[src/rtl/ecgepi_pkg.sv]
// ----------------------------------------------------------------------------
// ecgepi_pkg
// shared types, constants and the microcode table of the ecg envelope and
// peak interval block
// ----------------------------------------------------------------------------
`timescale 1ns / 1ps
`default_nettype none

package ecgepi_pkg;

    // record length and index widths
    localparam int RECORD_LEN = 4096;
    localparam int POS_W      = $clog2(RECORD_LEN);
    localparam int IDX_W      = 12;
    localparam int CNT_W      = (POS_W > IDX_W) ? POS_W : IDX_W;

    // peak count saturates here
    localparam int PT_W       = 13;
    localparam int PEAK_SAT   = 4096;

    // datapath widths
    localparam int SAMPLE_W   = 16;
    localparam int WORD_W     = 32;
    localparam int COEF_W     = 20;
    localparam int PROD_W     = COEF_W + WORD_W;
    localparam int ACC_W      = 56;
    localparam int FRAC_W     = 16;
    localparam int SH_W       = ACC_W - FRAC_W;

    // configuration register widths and reset values
    localparam int NUM_W      = 3 * COEF_W;
    localparam int DEN_W      = 2 * COEF_W;
    localparam int THR_W      = 31;
    localparam int DECAY_W    = 16;
    localparam logic [THR_W-1:0]   THR_RESET   = THR_W'(6480);
    localparam logic [DECAY_W-1:0] DECAY_RESET = DECAY_W'(50);

    // apb port
    localparam int ADDR_W     = 6;
    localparam int APB_DATA_W = 64;

    // stream payload widths
    localparam int IN_DATA_W  = 16;
    localparam int OUT_DATA_W = 72;
    localparam int OUT_USER_W = 2;

    // register map, index is byte address / 8
    typedef enum logic [2:0] {
        REG_S1_NUM = 3'd0,
        REG_S1_DEN = 3'd1,
        REG_S2_NUM = 3'd2,
        REG_S2_DEN = 3'd3,
        REG_THRESH = 3'd4,
        REG_DECAY  = 3'd5
    } reg_idx_t;

    // microcode fields
    typedef enum logic [2:0] {
        ACC_NONE,
        ACC_LOAD,
        ACC_ADD,
        ACC_SUB,
        ACC_CLR
    } acc_op_t;

    typedef enum logic [2:0] {
        C_A1,
        C_A2,
        C_B0,
        C_B1,
        C_B2
    } coef_sel_t;

    typedef enum logic [1:0] {
        OP_W1,
        OP_W2,
        OP_W
    } opnd_sel_t;

    typedef struct packed {
        acc_op_t   acc_op;
        logic      mul_en;
        coef_sel_t coef_sel;
        opnd_sel_t opnd_sel;
        logic      sat_w;
        logic      sat_y;
        logic      loop_back;
        logic      finish;
    } ucw_t;

    localparam int STEP_W   = 4;
    localparam int UC_LAST  = 9;

    localparam ucw_t UCW_NOP = '{
        acc_op: ACC_NONE, mul_en: 1'b0, coef_sel: C_A1, opnd_sel: OP_W1,
        sat_w: 1'b0, sat_y: 1'b0, loop_back: 1'b0, finish: 1'b0
    };

    // one biquad program, run once per stage, then the envelope step
    function automatic ucw_t ucode(input logic [STEP_W-1:0] step);
        ucw_t w;
        w = UCW_NOP;
        unique case (step)
            4'd0:
            begin
                w.acc_op = ACC_LOAD;
                w.mul_en = 1'b1; w.coef_sel = C_A1; w.opnd_sel = OP_W1;
            end
            4'd1:
            begin
                w.acc_op = ACC_SUB;
                w.mul_en = 1'b1; w.coef_sel = C_A2; w.opnd_sel = OP_W2;
            end
            4'd2:
            begin
                w.acc_op = ACC_SUB;
            end
            4'd3:
            begin
                w.sat_w  = 1'b1;
                w.acc_op = ACC_CLR;
            end
            4'd4:
            begin
                w.mul_en = 1'b1; w.coef_sel = C_B0; w.opnd_sel = OP_W;
            end
            4'd5:
            begin
                w.acc_op = ACC_ADD;
                w.mul_en = 1'b1; w.coef_sel = C_B1; w.opnd_sel = OP_W1;
            end
            4'd6:
            begin
                w.acc_op = ACC_ADD;
                w.mul_en = 1'b1; w.coef_sel = C_B2; w.opnd_sel = OP_W2;
            end
            4'd7:
            begin
                w.acc_op = ACC_ADD;
            end
            4'd8:
            begin
                w.sat_y     = 1'b1;
                w.loop_back = 1'b1;
            end
            4'd9:
            begin
                w.finish = 1'b1;
            end
            default:
            begin
                w = UCW_NOP;
            end
        endcase
        return w;
    endfunction

endpackage

`default_nettype wire

[src/rtl/ecg_envelope_peak_interval.sv]
// ----------------------------------------------------------------------------
// ecg_envelope_peak_interval: two biquads, envelope and s1/s2 peak intervals
// one sample at a time: s_tready is low while busy, since the single shared 20x32
// multiplier runs the 9-step biquad program twice, plus one envelope step that
// waits while the output register is stalled
// reset: rst_n clears all control state and the filter delays at once, no clearing pass
// ----------------------------------------------------------------------------
`timescale 1ns / 1ps
`default_nettype none

module ecg_envelope_peak_interval
    import ecgepi_pkg::*;
(
    input  wire logic                  clk,
    input  wire logic                  rst_n,

    // apb configuration port
    input  wire logic                  psel,
    input  wire logic                  penable,
    input  wire logic                  pwrite,
    input  wire logic [ADDR_W-1:0]     paddr,
    input  wire logic [APB_DATA_W-1:0] pwdata,
    output logic      [APB_DATA_W-1:0] prdata,
    output logic                       pready,

    // sample input: [15:0] sample_in
    input  wire logic                  s_tvalid,
    output logic                       s_tready,
    input  wire logic [IN_DATA_W-1:0]  s_tdata,

    // result output
    output logic                       m_tvalid,
    input  wire logic                  m_tready,
    // [31:0] envelope_out, [43:32] s1_interval, [55:44] s12_interval,
    // [67:56] position, [71:68] zero
    output logic      [OUT_DATA_W-1:0] m_tdata,
    // [0] peak_found, [1] peak_parity
    output logic      [OUT_USER_W-1:0] m_tuser
);

    // ------------------------------------------------------------------------
    // configuration registers
    // ------------------------------------------------------------------------
    logic [NUM_W-1:0]   s1_num_reg, s2_num_reg;
    logic [DEN_W-1:0]   s1_den_reg, s2_den_reg;
    logic [THR_W-1:0]   thr_reg;
    logic [DECAY_W-1:0] decay_reg;

    logic     cfg_wr;
    reg_idx_t cfg_idx;

    assign pready  = 1'b1;
    assign cfg_wr  = psel && penable && pwrite && pready;
    assign cfg_idx = reg_idx_t'(paddr[ADDR_W-1:3]);

    always_ff @(posedge clk or negedge rst_n)
    begin
        if (!rst_n)
        begin
            s1_num_reg <= '0;
            s1_den_reg <= '0;
            s2_num_reg <= '0;
            s2_den_reg <= '0;
            thr_reg    <= THR_RESET;
            decay_reg  <= DECAY_RESET;
        end
        else if (cfg_wr)
        begin
            unique case (cfg_idx)
                REG_S1_NUM: s1_num_reg <= pwdata[NUM_W-1:0];
                REG_S1_DEN: s1_den_reg <= pwdata[DEN_W-1:0];
                REG_S2_NUM: s2_num_reg <= pwdata[NUM_W-1:0];
                REG_S2_DEN: s2_den_reg <= pwdata[DEN_W-1:0];
                REG_THRESH: thr_reg    <= pwdata[THR_W-1:0];
                REG_DECAY:  decay_reg  <= pwdata[DECAY_W-1:0];
                default:    ;  // addresses past the map are ignored
            endcase
        end
    end

    // register readback
    always_comb
    begin
        unique case (cfg_idx)
            REG_S1_NUM: prdata = APB_DATA_W'(s1_num_reg);
            REG_S1_DEN: prdata = APB_DATA_W'(s1_den_reg);
            REG_S2_NUM: prdata = APB_DATA_W'(s2_num_reg);
            REG_S2_DEN: prdata = APB_DATA_W'(s2_den_reg);
            REG_THRESH: prdata = APB_DATA_W'(thr_reg);
            REG_DECAY:  prdata = APB_DATA_W'(decay_reg);
            default:    prdata = '0;
        endcase
    end

    // ------------------------------------------------------------------------
    // sequencer: step counter into the microcode rom, stage bit picks biquad
    // ------------------------------------------------------------------------
    logic              busy_reg, busy_next;
    logic [STEP_W-1:0] step_reg, step_next;
    logic              stage_reg, stage_next;
    ucw_t              ucw;
    logic              in_beat;
    logic              out_stall;
    logic              env_go;

    assign s_tready  = !busy_reg;
    assign in_beat   = s_tvalid && s_tready;
    assign ucw       = ucode(step_reg);
    assign out_stall = m_tvalid && !m_tready;
    // envelope step commits only when the output register can take the result
    assign env_go    = busy_reg && ucw.finish && !out_stall;

    always_comb
    begin
        busy_next  = busy_reg;
        step_next  = step_reg;
        stage_next = stage_reg;
        priority if (!busy_reg)
        begin
            busy_next = in_beat;
        end
        else if (ucw.loop_back && !stage_reg)
        begin
            // stage one done, rerun the biquad program for stage two
            step_next  = '0;
            stage_next = 1'b1;
        end
        else if (ucw.finish)
        begin
            if (env_go)
            begin
                step_next  = '0;
                stage_next = 1'b0;
                busy_next  = 1'b0;
            end
        end
        else
        begin
            step_next = step_reg + STEP_W'(1);
        end
    end

    always_ff @(posedge clk or negedge rst_n)
    begin
        if (!rst_n)
        begin
            busy_reg  <= 1'b0;
            step_reg  <= '0;
            stage_reg <= 1'b0;
        end
        else
        begin
            busy_reg  <= busy_next;
            step_reg  <= step_next;
            stage_reg <= stage_next;
        end
    end

    // ------------------------------------------------------------------------
    // biquad datapath: shared multiplier, product register, accumulator
    // ------------------------------------------------------------------------
    logic signed [SAMPLE_W-1:0] sample_reg;
    logic signed [WORD_W-1:0]   w_reg;
    logic signed [WORD_W-1:0]   y_reg;
    logic signed [PROD_W-1:0]   mul_reg;
    logic signed [ACC_W-1:0]    acc_reg, acc_next;

    logic signed [WORD_W-1:0]   s1_w1_reg, s1_w2_reg, s2_w1_reg, s2_w2_reg;
    logic signed [WORD_W-1:0]   s1_w1_next, s1_w2_next, s2_w1_next, s2_w2_next;

    logic [NUM_W-1:0]           num_sel;
    logic [DEN_W-1:0]           den_sel;
    logic signed [COEF_W-1:0]   coef_v;
    logic signed [WORD_W-1:0]   opnd_v;
    logic signed [WORD_W-1:0]   w1_v, w2_v;
    logic signed [WORD_W-1:0]   x_v;
    logic signed [PROD_W-1:0]   prod;
    logic signed [ACC_W-1:0]    prod_ext;
    logic signed [SH_W-1:0]     acc_sh;
    logic signed [WORD_W-1:0]   acc_sat;

    // clamp a floor-shifted accumulator to 32 bits
    function automatic logic signed [WORD_W-1:0] sat32(input logic signed [SH_W-1:0] v);
        logic [SH_W-WORD_W:0] top;
        top = v[SH_W-1:WORD_W-1];
        if (top == '0 || top == '1)
            return v[WORD_W-1:0];
        else if (v[SH_W-1])
            return {1'b1, {(WORD_W-1){1'b0}}};
        else
            return {1'b0, {(WORD_W-1){1'b1}}};
    endfunction

    assign num_sel = stage_reg ? s2_num_reg : s1_num_reg;
    assign den_sel = stage_reg ? s2_den_reg : s1_den_reg;
    assign w1_v    = stage_reg ? s2_w1_reg  : s1_w1_reg;
    assign w2_v    = stage_reg ? s2_w2_reg  : s1_w2_reg;
    // stage two takes stage one's output
    assign x_v     = stage_reg ? y_reg
                               : {{(WORD_W-SAMPLE_W){sample_reg[SAMPLE_W-1]}}, sample_reg};

    always_comb
    begin
        unique case (ucw.coef_sel)
            C_A1:    coef_v = den_sel[COEF_W-1:0];
            C_A2:    coef_v = den_sel[2*COEF_W-1:COEF_W];
            C_B0:    coef_v = num_sel[COEF_W-1:0];
            C_B1:    coef_v = num_sel[2*COEF_W-1:COEF_W];
            C_B2:    coef_v = num_sel[3*COEF_W-1:2*COEF_W];
            default: coef_v = '0;
        endcase
        unique case (ucw.opnd_sel)
            OP_W1:   opnd_v = w1_v;
            OP_W2:   opnd_v = w2_v;
            OP_W:    opnd_v = w_reg;
            default: opnd_v = '0;
        endcase
    end

    assign prod     = coef_v * opnd_v;
    assign prod_ext = {{(ACC_W-PROD_W){mul_reg[PROD_W-1]}}, mul_reg};
    // arithmetic shift is the floor of the division by 2^16
    assign acc_sh   = acc_reg[ACC_W-1:FRAC_W];
    assign acc_sat  = sat32(acc_sh);

    always_comb
    begin
        unique case (ucw.acc_op)
            ACC_NONE: acc_next = acc_reg;
            ACC_LOAD: acc_next = {{(ACC_W-WORD_W-FRAC_W){x_v[WORD_W-1]}}, x_v,
                                  {FRAC_W{1'b0}}};
            ACC_ADD:  acc_next = acc_reg + prod_ext;
            ACC_SUB:  acc_next = acc_reg - prod_ext;
            ACC_CLR:  acc_next = '0;
            default:  acc_next = acc_reg;
        endcase
    end

    // payload registers
    always_ff @(posedge clk)
    begin
        if (in_beat)
            sample_reg <= s_tdata[SAMPLE_W-1:0];
        if (busy_reg && ucw.mul_en)
            mul_reg <= prod;
        if (busy_reg)
            acc_reg <= acc_next;
        if (busy_reg && ucw.sat_w)
            w_reg <= acc_sat;
        if (busy_reg && ucw.sat_y)
            y_reg <= acc_sat;
    end

    // ------------------------------------------------------------------------
    // envelope, peak detection and intervals
    // ------------------------------------------------------------------------
    logic signed [WORD_W-1:0] prev_env_reg, prev_env_next;
    logic [CNT_W-1:0]         rec_pos_reg, rec_pos_next;
    logic                     above_reg, above_next;
    logic [PT_W-1:0]          pt_reg, pt_next;
    logic [IDX_W-1:0]         latest_reg, latest_next;
    logic [IDX_W-1:0]         earlier_reg, earlier_next;
    logic [IDX_W-1:0]         pref_reg, pref_next;
    logic [IDX_W-1:0]         s1_int_reg, s1_int_next;
    logic [IDX_W-1:0]         s12_int_reg, s12_int_next;

    logic [IDX_W-1:0]         pos;
    logic signed [WORD_W-1:0] rect;
    logic signed [WORD_W:0]   decayed;
    logic signed [WORD_W-1:0] env;
    logic                     found;
    logic                     rec_end;

    assign pos     = rec_pos_reg[IDX_W-1:0];
    assign rec_end = (rec_pos_reg == CNT_W'(RECORD_LEN - 1));
    assign decayed = {prev_env_reg[WORD_W-1], prev_env_reg}
                     - $signed({{(WORD_W+1-DECAY_W){1'b0}}, decay_reg});

    always_comb
    begin
        // rectify, the most negative value clamps to the largest positive
        if (y_reg == {1'b1, {(WORD_W-1){1'b0}}})
            rect = {1'b0, {(WORD_W-1){1'b1}}};
        else if (y_reg[WORD_W-1])
            rect = -y_reg;
        else
            rect = y_reg;

        // falling envelope decays from the previous value, not at record start
        env = rect;
        if (rec_pos_reg != '0 && rect < prev_env_reg)
        begin
            if (decayed[WORD_W] && !decayed[WORD_W-1])
                env = {1'b1, {(WORD_W-1){1'b0}}};
            else
                env = decayed[WORD_W-1:0];
        end

        prev_env_next = env;
        above_next    = above_reg;
        pt_next       = pt_reg;
        latest_next   = latest_reg;
        earlier_next  = earlier_reg;
        pref_next     = pref_reg;
        s1_int_next   = s1_int_reg;
        s12_int_next  = s12_int_reg;
        found         = 1'b0;

        // rising crossing of the threshold starts a peak
        if ($signed({env[WORD_W-1], env}) >= $signed({2'b00, thr_reg}))
        begin
            if (!above_reg)
            begin
                if (pt_reg != PT_W'(PEAK_SAT))
                    pt_next = pt_reg + PT_W'(1);
                earlier_next = latest_reg;
                latest_next  = pos;
                above_next   = 1'b1;
                found        = 1'b1;
            end
        end
        else
        begin
            above_next = 1'b0;
        end

        // odd count: s1 to s1, even count: s1 to s2
        if (pt_next[0] && pt_next > PT_W'(2))
        begin
            s1_int_next = latest_next - pref_reg;
        end
        else if (!pt_next[0] && pt_next > PT_W'(1))
        begin
            pref_next    = earlier_next;
            s12_int_next = latest_next - earlier_next;
        end

        rec_pos_next = rec_end ? '0 : rec_pos_reg + CNT_W'(1);
    end

    // filter delays: shift at the end of each stage, clear at record wrap
    always_comb
    begin
        s1_w1_next = s1_w1_reg;
        s1_w2_next = s1_w2_reg;
        s2_w1_next = s2_w1_reg;
        s2_w2_next = s2_w2_reg;
        if (busy_reg && ucw.sat_y)
        begin
            if (stage_reg)
            begin
                s2_w2_next = s2_w1_reg;
                s2_w1_next = w_reg;
            end
            else
            begin
                s1_w2_next = s1_w1_reg;
                s1_w1_next = w_reg;
            end
        end
        if (env_go && rec_end)
        begin
            s1_w1_next = '0;
            s1_w2_next = '0;
            s2_w1_next = '0;
            s2_w2_next = '0;
        end
    end

    always_ff @(posedge clk or negedge rst_n)
    begin
        if (!rst_n)
        begin
            s1_w1_reg    <= '0;
            s1_w2_reg    <= '0;
            s2_w1_reg    <= '0;
            s2_w2_reg    <= '0;
            prev_env_reg <= '0;
            rec_pos_reg  <= '0;
            above_reg    <= 1'b0;
            pt_reg       <= '0;
            latest_reg   <= '0;
            earlier_reg  <= '0;
            pref_reg     <= '0;
            s1_int_reg   <= '0;
            s12_int_reg  <= '0;
        end
        else
        begin
            s1_w1_reg <= s1_w1_next;
            s1_w2_reg <= s1_w2_next;
            s2_w1_reg <= s2_w1_next;
            s2_w2_reg <= s2_w2_next;
            if (env_go)
            begin
                prev_env_reg <= prev_env_next;
                rec_pos_reg  <= rec_pos_next;
                above_reg    <= above_next;
                s1_int_reg   <= s1_int_next;
                s12_int_reg  <= s12_int_next;
                // peak state clears at record wrap, after the outputs are taken
                pt_reg       <= rec_end ? '0 : pt_next;
                latest_reg   <= rec_end ? '0 : latest_next;
                earlier_reg  <= rec_end ? '0 : earlier_next;
                pref_reg     <= rec_end ? '0 : pref_next;
            end
        end
    end

    // ------------------------------------------------------------------------
    // output register, parts the sequencer from the downstream beat
    // ------------------------------------------------------------------------
    logic m_tvalid_reg, m_tvalid_next;

    assign m_tvalid = m_tvalid_reg;

    always_comb
    begin
        m_tvalid_next = m_tvalid_reg;
        if (env_go)
            m_tvalid_next = 1'b1;
        else if (m_tready)
            m_tvalid_next = 1'b0;
    end

    always_ff @(posedge clk or negedge rst_n)
    begin
        if (!rst_n)
            m_tvalid_reg <= 1'b0;
        else
            m_tvalid_reg <= m_tvalid_next;
    end

    always_ff @(posedge clk)
    begin
        if (env_go)
        begin
            m_tdata <= {{(OUT_DATA_W-WORD_W-3*IDX_W){1'b0}}, pos, s12_int_next,
                        s1_int_next, env};
            m_tuser <= {pt_next[0], found};
        end
    end

`ifndef ASSERT_OFF
    // an idle sequencer sits at the program start for stage one
    a_idle_at_start: assert property (@(posedge clk) disable iff (!rst_n)
        !busy_reg |-> (step_reg == '0 && !stage_reg))
        else $error("sequencer idle away from program start");

    // the step counter never runs past the last microcode step
    a_step_range: assert property (@(posedge clk) disable iff (!rst_n)
        step_reg <= STEP_W'(UC_LAST))
        else $error("step counter past end of program");

    // a new result is only loaded by the envelope step of a running sample
    a_result_source: assert property (@(posedge clk) disable iff (!rst_n)
        (m_tvalid_reg && !$past(m_tvalid_reg)) |-> $past(env_go))
        else $error("result appeared without an envelope step");

    // the peak count saturates
    a_peak_sat: assert property (@(posedge clk) disable iff (!rst_n)
        pt_reg <= PT_W'(PEAK_SAT))
        else $error("peak count above saturation");
`endif

endmodule

`default_nettype wire
[config.mk]
export PLATFORM = sky130hd
export DESIGN_NAME = ecg_envelope_peak_interval
export DESIGN_NICKNAME = d
export VERILOG_FILES = /design/src/rtl/ecgepi_pkg.sv /design/src/rtl/ecg_envelope_peak_interval.sv
export SDC_FILE = /design/constraint.sdc
export NUM_CORES = 2
export LEC_CHECK = 0
export BUFFER_PORTS_ARGS = -buffer_cell sky130_fd_sc_hd__buf_4
export CORE_ASPECT_RATIO = 0.8
export CORE_MARGIN = 4
export CORE_UTILIZATION = 35
export CTS_BUF_LIST = sky130_fd_sc_hd__clkbuf_8
export DETAILED_ROUTE_END_ITERATION = 6
export SLEW_MARGIN = 40
export SYNTH_ARGS = -nofsm -noshare
export SYNTH_HDL_FRONTEND = slang
export SYNTH_SLANG_ARGS = --single-unit
[constraint.sdc]
create_clock -name clk -period 9.5 [get_ports clk]
set_input_delay 1.425 -clock clk [delete_from_list [all_inputs] [get_ports clk]]
set_output_delay 1.425 -clock clk [all_outputs]
set_load 0.01 [all_outputs]
==> reports/metrics.cfg <==
[logic_synthesis]
synth_top_area_share_pct=20.14
synth_area_leader_cell=fa_1
synthCells=6548
synth_common_cells=nand2_1 (925), inv_1 (893), fa_1 (640)
synth-xor-area-share_pct=3.292
ys_seq_elements=758
synth_edf_count=258
netlist_area_um2=63610
seq_area_frac_synth_pct=31.86
synth-simple-area-share_pct=11.79
synthTopCellsByArea=fa_1 (20%), dfrtp_1 (19%), edfxtp_1 (12%)
synth_cell_types=90
synth_fa_ha_area_share_pct=25.88
synth_top_family_by_area=adder cells
synth_most_common_cell=nand2_1
synth_ff_type=dfrtp_1
muxShareOfSynthArea_pct=7.452
synth-compound-area-share_pct=12.32
ys_warn_count=0
synth-async-reset-ratio_pct=65.96
syn_area_per_cell_um2=9.715

[worst_hold_path]
hold_path.class=primary input to async pin

[detailed_routing]
wl_per_cell_um=22.19
dr_total_vias=50804
wl_um=210800
routed.top_layer=met4
drcViolationCount=0
drt-met1-wl_um=97200
met3_length_um=24160
firstDrtPassIters=7
dr_wl_met2_um=85130
ant_nets=0
drt_iter0_markers=5129
viasPerCell=5.348

[setup_path]
cp.arrival_ps=9690
path_class=flop to flop
reg2reg_to=mul_reg[51]
crit_path_max_fanout=47
slowest_stage=fa_1
reg2regPathDepth=35
r2r_start=step_reg[1]
worstSetupStartpointType=flop
reg2reg_slack_ps=380
cp-end-kind=flop
path_common_cell=fa_1
worstPathRequired_ps=10070
max_stage_delay_ps=540

[placed_design]
gp_congestion=0.9503
port_buffers=217
hpwl_um=161500

[floorplanning]
initial_utilization_pct=35.34
die_w_um=484.7
rows=139
dieArea_um2=188700
coreArea_um2=180000
pin_count=234
die_y_um=389.3

[clocking]
clk_pin_slew_ps=60
numCtsBuffers=131
cts_tree=done
cts_htree_levels=4
clk_latency_ps=840
cts_num_sinks=758
cts-root-buf=clkbuf_8
clk_path_buf_depth=3

[timing]
setup_viol=0
period_minus_slack_ps=9118
worstMarginPinSlew_ps=937.0
hold_violations=0
slew_headroom_pct=37.54
fmax_mhz=109.7
clock_skew_ps=48.65
timing.final.crit_share_pct=95.98
slew_viol_final=0

[global_routing]
antenna_found_initial=14
overflow=0
track_usage_pct=22.11
grt_first_pass_wirelength_um=319800
grt_pass1_vias=50495
grt_max_degree=126

[cells_and_area]
num-fill-cells=17556
drive_gt1_share_pct=17.55
area_delta_synth_final_pct=16.16
largest_register_ffs=68
final_util_pct=41.05
nets=8011

[outcome]
status=completed

[run]
drv_cap=0

## what timing repair did
item	4_1_cts	5_1_grt
setup endpoints to repair	7	33
hold buffers	0	0
gates resized for setup	14	81
pin swaps	1	15
buffers inserted	1	3
cloned	1	0
## worst max-delay path by stage
stage                           start          end  slack, ps  cells past startpoint
after CTS                    y_reg[0]  m_tdata[43]         30                     42
after floorplan              y_reg[0]  m_tdata[43]         30                     45
after global placement       y_reg[0]  m_tdata[43]       -340                     42
after detailed placement     y_reg[0]  m_tdata[43]       -310                     42
final                     step_reg[1]  mul_reg[51]        380                     35
after global routing         y_reg[0]  m_tdata[54]        -20                     43
## cells by family (layout without fill, tap and decap cells)
| kind of cell | after synthesis | count (layout) |
|---|---|---|
| buffers and inverters | 1230 | 1770 |
| AND/OR/NAND/NOR | 1758 | 1758 |
| XOR/XNOR | 236 | 236 |
| AO/OA/AOI/OAI | 1195 | 1195 |
| adder cells (fa/ha/maj) | 932 | 932 |
| other | 2 | 16 |
| flip-flops | 758 | 758 |
| multiplexers | 437 | 437 |
## through the flow
step	hold WS, ps	cells	cell area, µm²	setup WS (ps)	TNS, ps
global placement	465.6	9241	70660	-342.8	-902.7
global route	458.4	9497	73890	-24.90	-39.70
floorplan	449.6	6555	63640	33.94	0
CTS	486.2	9486	73480	27.05	0
detailed placement	471.7	9242	70730	-315.0	-1057
finish	477.4	9499	73890	382.0	0
## area by class of cell
class / count / area (µm²) / share of cell area (%)
clock inverter: 83 / 471.7 / 0.6384
clock buffer: 159 / 2188 / 2.962
inverter: 894 / 3358 / 4.545
sequential: 758 / 20270 / 27.44
tap: 2397 / 2999 / 4.059
timing repair buffer: 634 / 5258 / 7.115
antenna: 7 / 17.52 / 0.02371
multi-input combinational: 4567 / 39330 / 53.22
## placed cells by master (no fill, tap or decap), types with 44 or more instances in the layout
master / instances
clkbuf_8: 159
xnor2_1: 134
ha_1: 292
o21ai_0: 274
buf_4: 591
mux2i_1: 174
xor2_1: 100
edfxtp_1: 258
mux2_2: 221
nand2_1: 922
a21o_1: 82
nor3_1: 44
nor2_1: 440
inv_1: 933
o22ai_1: 52
dfrtp_1: 490
nand3_1: 62
fa_1: 639
a22oi_1: 71
a21oi_1: 316
## metal layers
| metal | track usage [%] | up-vias |
|---|---|---|
| li1 | - | 22711 |
| met2 | 30.92 | 2264 |
| met4 | 4.832 | 0 |
| met1 | 33.51 | 25561 |
| met5 | 0 | - |
| met3 | 6.396 | 268 |
## critical path, delay by kind of cell, from the launching register on
| family | cells | cell delay, ps |
|---|---|---|
| adders and majority gates | 8 | 3800 |
| AOI/OAI and AO/OA | 9 | 1940 |
| xor gates and xnor gates | 1 | 170 |
| buffers and inverters | 11 | 1570 |
| and+or+nand+nor | 6 | 980 |
| DFF | 1 | 360 |
Power is not shown: default switching activity piles up to over one toggle a cycle in this logic, so the estimate is an artifact.
